## src/rtl/core/assert_macros.svh

```systemverilog
// Assertion helpers shared by the core RTL.
`ifndef ASSERT_MACROS_SVH
`define ASSERT_MACROS_SVH

// Clocked assertion, disabled while the active-low reset is asserted.
`define ASSERT_DIS(lbl, clk_s, rstn_s, prop, msg) \
  lbl: assert property (@(posedge clk_s) disable iff (!(rstn_s)) (prop)) \
    else $error(msg);

// Clocked assertion that is checked during reset as well.
`define ASSERT_ALWAYS(lbl, clk_s, prop, msg) \
  lbl: assert property (@(posedge clk_s) (prop)) else $error(msg);

`endif

```

## src/rtl/core/imuafp_pkg.sv

```systemverilog
`default_nettype none
package imuafp_pkg;

  typedef struct packed {
    logic [7:0] rx_byte;
    logic       frame_end;
  } in_item_t;

  typedef struct packed {
    logic [1:0]         frame_status;
    logic signed [15:0] roll_angle;
    logic signed [15:0] pitch_angle;
    logic signed [15:0] yaw_angle;
    logic signed [15:0] roll_rate;
    logic signed [15:0] pitch_rate;
    logic signed [15:0] yaw_rate;
    logic signed [15:0] temperature_centi;
  } out_item_t;

  typedef enum logic [1:0] {
    ST_ANGLE   = 2'd0,
    ST_RATE    = 2'd1,
    ST_BAD_SUM = 2'd2,
    ST_REJECT  = 2'd3
  } status_t;

  // Frame tracker summary seen at the checksum byte.
  typedef struct packed {
    logic short_frm;
    logic sum_ok;
    logic angle_type;
    logic rate_type;
  } frame_info_t;

  localparam logic [7:0]  HDR_BYTE        = 8'h55;
  localparam logic [7:0]  TYPE_ANGLE      = 8'h53;
  localparam logic [7:0]  TYPE_RATE       = 8'h52;
  localparam logic [3:0]  MIN_PRIOR_BYTES = 4'd10;
  localparam logic [3:0]  CNT_MAX         = 4'd15;
  localparam logic [31:0] PI_QUARTER_Q32  = 32'hC90F_DAA2;
  localparam logic [47:0] ANG_ROUND       = 48'h0000_8000_0000;
  localparam logic [22:0] RATE_MUL        = 23'd125;
  localparam logic [22:0] RATE_ROUND      = 23'd64;

endpackage
`default_nettype wire

```

## src/rtl/core/imuafp_scale.sv

```systemverilog
`default_nettype none
module imuafp_scale
  import imuafp_pkg::*;
(
  input  wire logic [15:0]        raw,
  output      logic signed [15:0] angle,
  output      logic signed [15:0] rate
);

  logic        neg;
  logic [15:0] mag;
  logic [47:0] aprod;
  logic [15:0] aq;
  logic [22:0] rprod;
  logic [15:0] rq;

  // Sign-magnitude scaling so halves round away from zero.
  always_comb begin
    neg   = raw[15];
    mag   = neg ? (16'h0000 - raw) : raw;
    aprod = ({32'h0, mag} * {16'h0, PI_QUARTER_Q32}) + ANG_ROUND;
    aq    = aprod[47:32];
    rprod = ({7'h00, mag} * RATE_MUL) + RATE_ROUND;
    rq    = rprod[22:7];
    angle = $signed(neg ? (16'h0000 - aq) : aq);
    rate  = $signed(neg ? (16'h0000 - rq) : rq);
  end

endmodule
`default_nettype wire

```

## src/rtl/core/imuafp_frame.sv

```systemverilog
`default_nettype none
module imuafp_frame
  import imuafp_pkg::*;
(
  input  wire logic              clk,
  input  wire logic              rst_n,
  input  wire logic              step,
  input  wire logic              last,
  input  wire logic [7:0]        rx_byte,
  output      frame_info_t       info,
  output      logic [3:0][15:0]  pairs
);

`include "assert_macros.svh"

  logic [3:0]      cnt_r;
  logic [3:0]      cnt_nxt;
  logic [7:0]      sum_r;
  logic [7:0]      sum_nxt;
  logic            hdr_r;
  logic            hdr_nxt;
  logic [7:0]      type_r;
  logic [7:0]      type_nxt;
  logic [7:0][7:0] pay_r;

  always_comb begin
    cnt_nxt  = cnt_r;
    sum_nxt  = sum_r;
    hdr_nxt  = hdr_r;
    type_nxt = type_r;
    if (step) begin
      if (last) begin
        cnt_nxt  = 4'd0;
        sum_nxt  = 8'd0;
        hdr_nxt  = 1'b0;
        type_nxt = 8'd0;
      end else begin
        if (cnt_r == 4'd0) hdr_nxt = (rx_byte == HDR_BYTE);
        if (cnt_r == 4'd1) type_nxt = rx_byte;
        sum_nxt = sum_r + rx_byte;
        if (cnt_r != CNT_MAX) cnt_nxt = cnt_r + 4'd1;
      end
    end
  end

  always_ff @(posedge clk) begin
    if (!rst_n) begin
      cnt_r  <= 4'd0;
      sum_r  <= 8'd0;
      hdr_r  <= 1'b0;
      type_r <= 8'd0;
    end else begin
      cnt_r  <= cnt_nxt;
      sum_r  <= sum_nxt;
      hdr_r  <= hdr_nxt;
      type_r <= type_nxt;
    end
  end

  // Payload bytes 2..9 land in slots 0..7; no reset needed.
  always_ff @(posedge clk) begin
    for (int i = 0; i < 8; i++) begin
      if (step && !last && (cnt_r == 4'(i + 2))) pay_r[i] <= rx_byte;
    end
  end

  always_comb begin
    info.short_frm  = (cnt_r < MIN_PRIOR_BYTES);
    info.sum_ok     = (sum_r == rx_byte);
    info.angle_type = hdr_r && (type_r == TYPE_ANGLE);
    info.rate_type  = hdr_r && (type_r == TYPE_RATE);
    for (int k = 0; k < 4; k++) begin
      pairs[k] = {pay_r[2 * k + 1], pay_r[2 * k]};
    end
  end

  `ASSERT_DIS(a_cnt_clear, clk, rst_n, (step && last) |=> (cnt_r == 4'd0),
    "byte count not cleared after frame end")
  `ASSERT_DIS(a_sum_idle, clk, rst_n, (cnt_r == 4'd0) |-> (sum_r == 8'd0),
    "running sum nonzero at frame start")

endmodule
`default_nettype wire

```

## src/rtl/core/imu_attitude_frame_parser_core.sv

```systemverilog
`default_nettype none
// A frame_end byte is registered in the input stage; its result is then loaded into the output register.
// Throughput: one byte per cycle; a frame_end byte stalls only while the
//   previous result is still unclaimed in the output register.
// Reset: synchronous active-low rst_n clears frame tracking, held values and
//   valid flags; payload byte storage is not reset.
module imu_attitude_frame_parser_core
  import imuafp_pkg::*;
(
  input  wire logic      clk,
  input  wire logic      rst_n,
  input  wire logic      in_valid,
  output      logic      in_ready,
  input  wire in_item_t  in_data,
  output      logic      out_valid,
  input  wire logic      out_ready,
  output      out_item_t out_data
);

`include "assert_macros.svh"

  // Input stage register.
  logic     stg_vld_r;
  logic     stg_vld_nxt;
  in_item_t stg_r;
  logic     stg_adv;

  // Result register: the held values double as the output payload, since
  // they only change when a new result is loaded.
  logic               out_vld_r;
  logic               out_vld_nxt;
  status_t            status_r;
  status_t            status_nxt;
  logic signed [15:0] ang_r  [3];
  logic signed [15:0] rate_r [3];
  logic signed [15:0] temp_r;

  frame_info_t        info;
  logic [3:0][15:0]   pairs;
  logic signed [15:0] ang_s  [3];
  logic signed [15:0] rate_s [3];
  logic               fin;
  logic               upd_ang;
  logic               upd_rate;

  // Advance the staged byte: ordinary bytes always retire, the checksum byte
  // waits for room in the result register.
  assign stg_adv  = stg_vld_r && (!stg_r.frame_end || !out_vld_r || out_ready);
  assign in_ready = !stg_vld_r || stg_adv;
  assign fin      = stg_adv && stg_r.frame_end;

  imuafp_frame u_frame (
    .clk     (clk),
    .rst_n   (rst_n),
    .step    (stg_adv),
    .last    (stg_r.frame_end),
    .rx_byte (stg_r.rx_byte),
    .info    (info),
    .pairs   (pairs)
  );

  for (genvar g = 0; g < 3; g++) begin : g_scale
    imuafp_scale u_scale (
      .raw   (pairs[g]),
      .angle (ang_s[g]),
      .rate  (rate_s[g])
    );
  end

  // Decide the frame outcome: short frames reject before the checksum counts.
  always_comb begin
    upd_ang  = 1'b0;
    upd_rate = 1'b0;
    if (info.short_frm) begin
      status_nxt = ST_REJECT;
    end else if (!info.sum_ok) begin
      status_nxt = ST_BAD_SUM;
    end else if (info.angle_type) begin
      status_nxt = ST_ANGLE;
      upd_ang    = fin;
    end else if (info.rate_type) begin
      status_nxt = ST_RATE;
      upd_rate   = fin;
    end else begin
      status_nxt = ST_REJECT;
    end
  end

  always_comb begin
    stg_vld_nxt = stg_vld_r;
    if (in_valid && in_ready) begin
      stg_vld_nxt = 1'b1;
    end else if (stg_adv) begin
      stg_vld_nxt = 1'b0;
    end
    out_vld_nxt = out_vld_r;
    if (fin) begin
      out_vld_nxt = 1'b1;
    end else if (out_ready) begin
      out_vld_nxt = 1'b0;
    end
  end

  always_ff @(posedge clk) begin
    if (!rst_n) begin
      stg_vld_r <= 1'b0;
      out_vld_r <= 1'b0;
    end else begin
      stg_vld_r <= stg_vld_nxt;
      out_vld_r <= out_vld_nxt;
    end
  end

  always_ff @(posedge clk) begin
    if (in_valid && in_ready) stg_r <= in_data;
    if (fin) status_r <= status_nxt;
  end

  // Held values persist across frames; reset clears them.
  always_ff @(posedge clk) begin
    if (!rst_n) begin
      for (int i = 0; i < 3; i++) begin
        ang_r[i]  <= 16'sd0;
        rate_r[i] <= 16'sd0;
      end
      temp_r <= 16'sd0;
    end else begin
      for (int i = 0; i < 3; i++) begin
        if (upd_ang)  ang_r[i]  <= ang_s[i];
        if (upd_rate) rate_r[i] <= rate_s[i];
      end
      if (upd_ang || upd_rate) temp_r <= $signed(pairs[3]);
    end
  end

  assign out_valid = out_vld_r;
  always_comb begin
    out_data.frame_status      = status_r;
    out_data.roll_angle        = ang_r[0];
    out_data.pitch_angle       = ang_r[1];
    out_data.yaw_angle         = ang_r[2];
    out_data.roll_rate         = rate_r[0];
    out_data.pitch_rate        = rate_r[1];
    out_data.yaw_rate          = rate_r[2];
    out_data.temperature_centi = temp_r;
  end

  `ASSERT_DIS(a_ang_only_on_angle, clk, rst_n,
    ($past(rst_n) && !$stable(ang_r[0])) |-> $past(upd_ang),
    "held roll angle changed without an angle frame")
  `ASSERT_DIS(a_out_from_end, clk, rst_n,
    ($past(rst_n) && $rose(out_vld_r)) |-> $past(stg_vld_r && stg_r.frame_end),
    "result raised without a frame end byte")
  `ASSERT_DIS(a_upd_exclusive, clk, rst_n, !(upd_ang && upd_rate),
    "angle and rate update in the same frame")

endmodule
`default_nettype wire
```

## config.mk

```make
export PLATFORM = sky130hd
export DESIGN_NAME = imu_attitude_frame_parser_core
export DESIGN_NICKNAME = d
export VERILOG_FILES = /design/src/rtl/core/imuafp_pkg.sv /design/src/rtl/core/imuafp_scale.sv /design/src/rtl/core/imuafp_frame.sv /design/src/rtl/core/imu_attitude_frame_parser_core.sv
export VERILOG_INCLUDE_DIRS = /design/src /design/src/rtl/core
export SDC_FILE = /design/constraint.sdc
export NUM_CORES = 2
export LEC_CHECK = 0
export BUFFER_PORTS_ARGS = -buffer_cell sky130_fd_sc_hd__buf_2
export CORE_MARGIN = 2
export CORE_UTILIZATION = 50
export CTS_CLUSTER_DIAMETER = 120
export DETAILED_ROUTE_END_ITERATION = 16
export PLACE_DENSITY = 0.66
export SLEW_MARGIN = 5
export SYNTH_ARGS = -nofsm -noshare
export SYNTH_HDL_FRONTEND = slang
export SYNTH_SLANG_ARGS = --single-unit
```

## constraint.sdc

```tcl
create_clock -name clk -period 14.61 [get_ports clk]
set_clock_uncertainty 0.1 [all_clocks]
set_input_delay 0.7305 -clock clk [delete_from_list [all_inputs] [get_ports clk]]
set_output_delay 0.7305 -clock clk [all_outputs]
set_load 0.03 [all_outputs]
```

# After elaboration in Yosys (flattened, before gate mapping)
# Memories as Yosys holds them, arrays and structs flattened.
# Index checks and enable logic that the tools add are counted.
# W data, S select, Z words.
[totals]
ram_bits = 96
wordCells = 140
mem_count = 2
out_inout_bits = 116
regBits = 114
rom_bits = 0
in_bits = 13
latch_bits = 0
[classes]
mux = 43
eq_ne = 14
n_reduce_logical = 31
div = 0
multipliers = 6
n_lt_le_gt_ge = 1
bitwise_logic = 7
addsub = 17
shift = 0
[memory_table]
columns = ["name", "depth", "word_bits", "rd", "rd_clocked_by_memory_dff", "write_ports", "line", "source"]
rows = [
  ["ang_r", 3, 16, 3, 0, 3, "imu_attitude_frame_parser_core.sv:34", "logic signed [15:0] ang_r [3];"],
  ["rate_r", 3, 16, 3, 0, 3, "imu_attitude_frame_parser_core.sv:35", "logic signed [15:0] rate_r [3];"],
]
[op_table]
columns = ["op", "count"]
rows = [
  ["$mux W16", 15],
  ["$add A48 B32 Y48 const B", 3],
  ["$sub A1 B16 Y16 const A", 9],
  ["$mul A16 B31 Y47 const B", 3],
  ["$add A23 B7 Y23 const B", 3],
  ["$mul A16 B7 Y23 const B", 3],
  ["$eq A8 B7 Y1 const B", 3],
  ["$mux W8", 3],
  ["$mux W1", 21],
  ["$eq A4 B3 Y1 const B", 4],
  ["$logic_and A1 B1 Y1", 14],
  ["$reduce_bool A2 Y1", 5],
  ["$add A8 B8 Y8", 1],
  ["$eq A4 B2 Y1 const B", 2],
  ["$eq A4 B4 Y1 const B", 2],
  ["$eq A8 B8 Y1", 1],
  ["$mux W4", 2],
  ["$or A1 B1 Y1", 6],
  ["$reduce_and A2 Y1", 3],
  ["$add A4 B1 Y4 const B", 1],
  ["$eq A4 B1 Y1 const B", 1],
  ["$logic_not A4 Y1", 1],
  ["$logic_or A1 B1 Y1", 4],
  ["$lt A4 B4 Y1 const B", 1],
  ["5 further kinds", 8],
]

# Depth between registers and ports, before layout
[depth]
word_depth = 13
depth_mapped = 39
depth_no_buf = 38

# Hierarchy
# A second synthesis with hierarchy kept.
[hier_totals]
hier_cells = 4329
area_unflattened_um2 = 42734.7
[by_module_without_submodules]
columns = ["module", "seq_area_each_um2", "area_each_um2", "n_inst", "cells_per_inst"]
rows = [
  ["imuafp_scale at g_scale[1].u_scale", 0.0, 11862.6, 1, 1315],
  ["imuafp_scale at g_scale[2].u_scale", 0.0, 11467.2, 1, 1248],
  ["imuafp_scale at g_scale[0].u_scale", 0.0, 11257.0, 1, 1224],
  ["imu_attitude_frame_parser_core", 3573.4, 4805.9, 1, 308],
  ["imuafp_frame", 2342.2, 3342.0, 1, 234],
]

# Worst setup path after synthesis
# OpenSTA, ideal clock, no wires.
[synth_timing]
kind = "register to register"
startpoint = "register u_frame.pay_r (netlist bit u_frame.pairs[0])"
endpoint = "memory ang_r[0][14], data pin"
slack_ps = 4053
path_stages_with_launch = 37
period_less_slack_ps = 10557
setup_ps = 268
path_buffers = 1
t_arrival_ps = 10189
path_cell_list = "edfxtp_1 -> inv_1 -> ha_1 -> inv_1 -> nor2_1 -> nor2_1 -> xor2_1 -> inv_1 -> fa_1 -> inv_1 -> fa_1 -> inv_1 -> fa_1 -> fa_1 -> inv_1 -> fa_1 -> inv_1 -> fa_1 -> ha_1 -> a21oi_1 -> nand3_1 -> a211oi_1 -> nor3_1 -> a211oi_1 -> o21bai_1 -> xor2_1 -> ha_1 -> o2111ai_1 -> or4b_1 -> buf_2 -> or4b_4 -> nor2_2 -> and4bb_1 -> nor2_1 -> or3b_1 -> a21oi_1 -> nor3_2"
[synth_lines]
columns = ["element", "line", "source"]
rows = [
  ["start, declared", "imuafp_frame.sv:24", "logic [7:0][7:0] pay_r;"],
  ["start signal, assigned by index", "imuafp_frame.sv:63", "if (step && !last && (cnt_r == 4'(i + 2))) pay_r[i] <= rx_byte;"],
  ["end, declared", "imu_attitude_frame_parser_core.sv:34", ""],
]

==> flow_summary.toml <==
[outcome]
status = "complete, no violations"

[timing]
min_period_over_period = 0.786
worst_pin_slew_ns = 1.33
finalMaxSlewViolations = 0
slew_headroom = 0.104
tns_ns = 0
fmax_mhz = 87.1
finalCriticalPeriod_ns = 11.49
worst_slack_ns = 3.12
rsz0062_at_grt = "no"
hold_viol = 0
setup_viol = 0

[floorplanning]
die_h_um = 292
initial_core_util = 0.506
fp.dieW_um = 292
core_um2 = 82100
rows = 105
num_io_pins = 129
die_area_um2 = 85400

[place]
place_area_um2 = 43600
gp_congestion = 0.988
io_buffers = 128
pre_cts_ws_ns = 3.19
place_inst = 5359
dpl.hpwl_um = 88700

[cells_and_area]
final_area_um2 = 44500
num-nets-final = 5641
areaGrowthSynthToFinish_pct = 7.27
post-route-util = 0.542
final_cells = 5407
final_common_cell = "inv_1"
drive_gt1_frac = 0.0634
mostFrequentLayoutCells = "inv_1 (805), ha_1 (725), fa_1 (586)"
antenna_cells = 0

[grt]
grt_start_max_net_pins = 52
grt_pass1_vias = 31000
track_usage = 0.248
grt_pass1_wl_um = 167000
grt_overflow = 0
antenna_found_initial = 1

[drt]
wire_per_inst_um = 19.2
drt_iter0_markers = 1719
finalWirelength_um = 104000
vias = 30000
drtPass1Iterations = 5
drtAntennaViolNets = 0
drc_errors = 0
avgViaCountPerCell = 5.56

[yosys]
yosysUniqueCellTypes = 102
ys_async_sr_fraction = 0
synth_area_um2 = 41500
synth_top_area_share = 0.283
yosysTopAreaCell = "fa_1"
syn_inst = 4189
syn_nets = 5513
yosys_warnings = 0
synth-seq-cells = 210
ys.flop_type = "edfxtp_1"
yosysSeqAreaShare = 0.142
synth-edff-count = 171
syn_avg_cell_area_um2 = 9.91
synth_area_leaders = "fa_1 (28%), ha_1 (22%), edfxtp_1 (12%)"

[power]
p_int_mw = 1.10
power_density_nw_per_um2 = 33.1
p_leak_nw = 21.8
ir_drop_mv = 0.0805
seq_power_share = 0.460
power.share.combinational = 0.075
power.switching_mw = 0.373
switching_share = 0.253
clkPwrFrac = 0.465

[cts]
worstSkewPairLatency_ns = 0.56
cts_setup_buffers = 0
cts_resized = 0
numCtsBuffers = 26
clkSlewWorstSetupHoldPaths_ns = 0.07
cts_buffer_depth = 3
htreeDepth = 1
cts-root-buf = "clkbuf_16"
ctsHoldBuffers = 0
cts_tree = "yes"
clkSinkCount = 210

[worst_setup_path]
reg2reg_to = "ang_r[0][31]"
rrSetupSlack_ns = 3.12
max_stage_delay_ns = 0.81
crit_arrival_ns = 11.67
slowest_stage = "edfxtp_1"
cp.required_ns = 14.80
start_kind = "flop"
r2r-start = "u_frame.pairs[16]"
cp-end-kind = "flop"
cp_max_fo = 19
critPathCapture = "ang_r[0][31]"
path_class = "flop to flop"
crit_path_start = "u_frame.pairs[16]"
r2r_cells = 32

[min_path]
hold_path_class = "input pin to flop"

[run]
drv_cap = 0
==> worst max-delay path, delay by kind of cell, from the launching register on <==
kind | cells | cell delay [ns]
compound gates | 4 | 1.68
xor+xnor | 2 | 0.63
fa+ha+maj | 9 | 4.18
buf+inv | 7 | 1.07
flops | 1 | 0.81
simple gates | 10 | 2.75
==> stage by stage <==
stage          hold slack (ns)  power [mW]
6_report                 0.248        1.47
5_1_grt                  0.237        1.52
4_1_cts                  0.213        1.49
3_5_place_dp             0.354       0.801
3_3_place_gp             0.346       0.800
2_1_floorplan            0.336       0.762
==> area by class of cell <==
cell class,instances,area (um2)
Fill cell,7355,37600
Tap cell,1070,1340
Clock buffer,29,693
Clock inverter,19,224
Timing Repair Buffer,171,963
Multi-Input combinational cell,3102,32400
Sequential cell,210,5920
Inverter,806,3030
==> power groups by stage <==
stage / Combinational [mW] / Clock (mW) / Sequential [mW]
after global routing: 0.121 / 0.725 / 0.678
after detailed placement: 0.111 / 0 / 0.690
final: 0.111 / 0.684 / 0.677
after global placement: 0.110 / 0 / 0.690
after CTS: 0.112 / 0.703 / 0.678
after floorplan: 0.0495 / 0 / 0.713
==> metal layers <==
layer / part of all wire / global-route usage / vias up
li1: - / - / 14300
met1: 0.44 / 0.334 / 14900
met2: 0.48 / 0.415 / 708
met3: 0.061 / 0.0431 / 119
met4: 0.025 / 0.0610 / 0
met5: 0 / 0 / -
==> Yosys cell counts, types with 74 or more instances <==
library cell,number
xor2_1,106
a21oi_1,141
edfxtp_1,171
nor3_1,74
nor2_1,218
nand2_1,159
inv_1,805
a21o_1,85
xnor2_1,191
ha_1,725
o21ai_0,111
fa_1,586
==> registers in the layout, indices dropped and copies added, names as in the netlist, 2 cells and up <==
register	cells
ang_r	48
rate_r	48
status_r	2
stg_r	9
temp_r	16
u_frame.cnt_r	4
u_frame.pairs	64
u_frame.sum_r	8
u_frame.type_r	8
==> worst min path at each step <==
| stage | depth (start not counted) | endpoint | slack [ns] | start |
|---|---|---|---|---|
| 2_1_floorplan | 2 | u_frame.type_r[6] | 0.34 | u_frame.type_r[6] |
| 3_3_place_gp | 2 | u_frame.type_r[6] | 0.35 | u_frame.type_r[6] |
| 3_5_place_dp | 2 | u_frame.type_r[6] | 0.35 | u_frame.type_r[6] |
| 4_1_cts | 1 | stg_r[1] | 0.21 | in_data[1] |
| 5_1_grt | 1 | stg_r[4] | 0.24 | in_data[4] |
| 6_report | 1 | stg_r[1] | 0.25 | in_data[1] |
==> cell families (layout without fill, tap and decap cells) <==
kind of cell / after synthesis / count (layout) / synth area share
compound gates: 638 / 638 / 0.105
fa+ha+maj: 1312 / 1312 / 0.501
flops: 210 / 210 / 0.142
mux: 26 / 26 / 0.00636
simple gates: 826 / 826 / 0.102
xor+xnor: 300 / 300 / 0.0640
buf+inv: 877 / 1025 / 0.0795
Note: power is estimated with default switching activity, not from simulation.
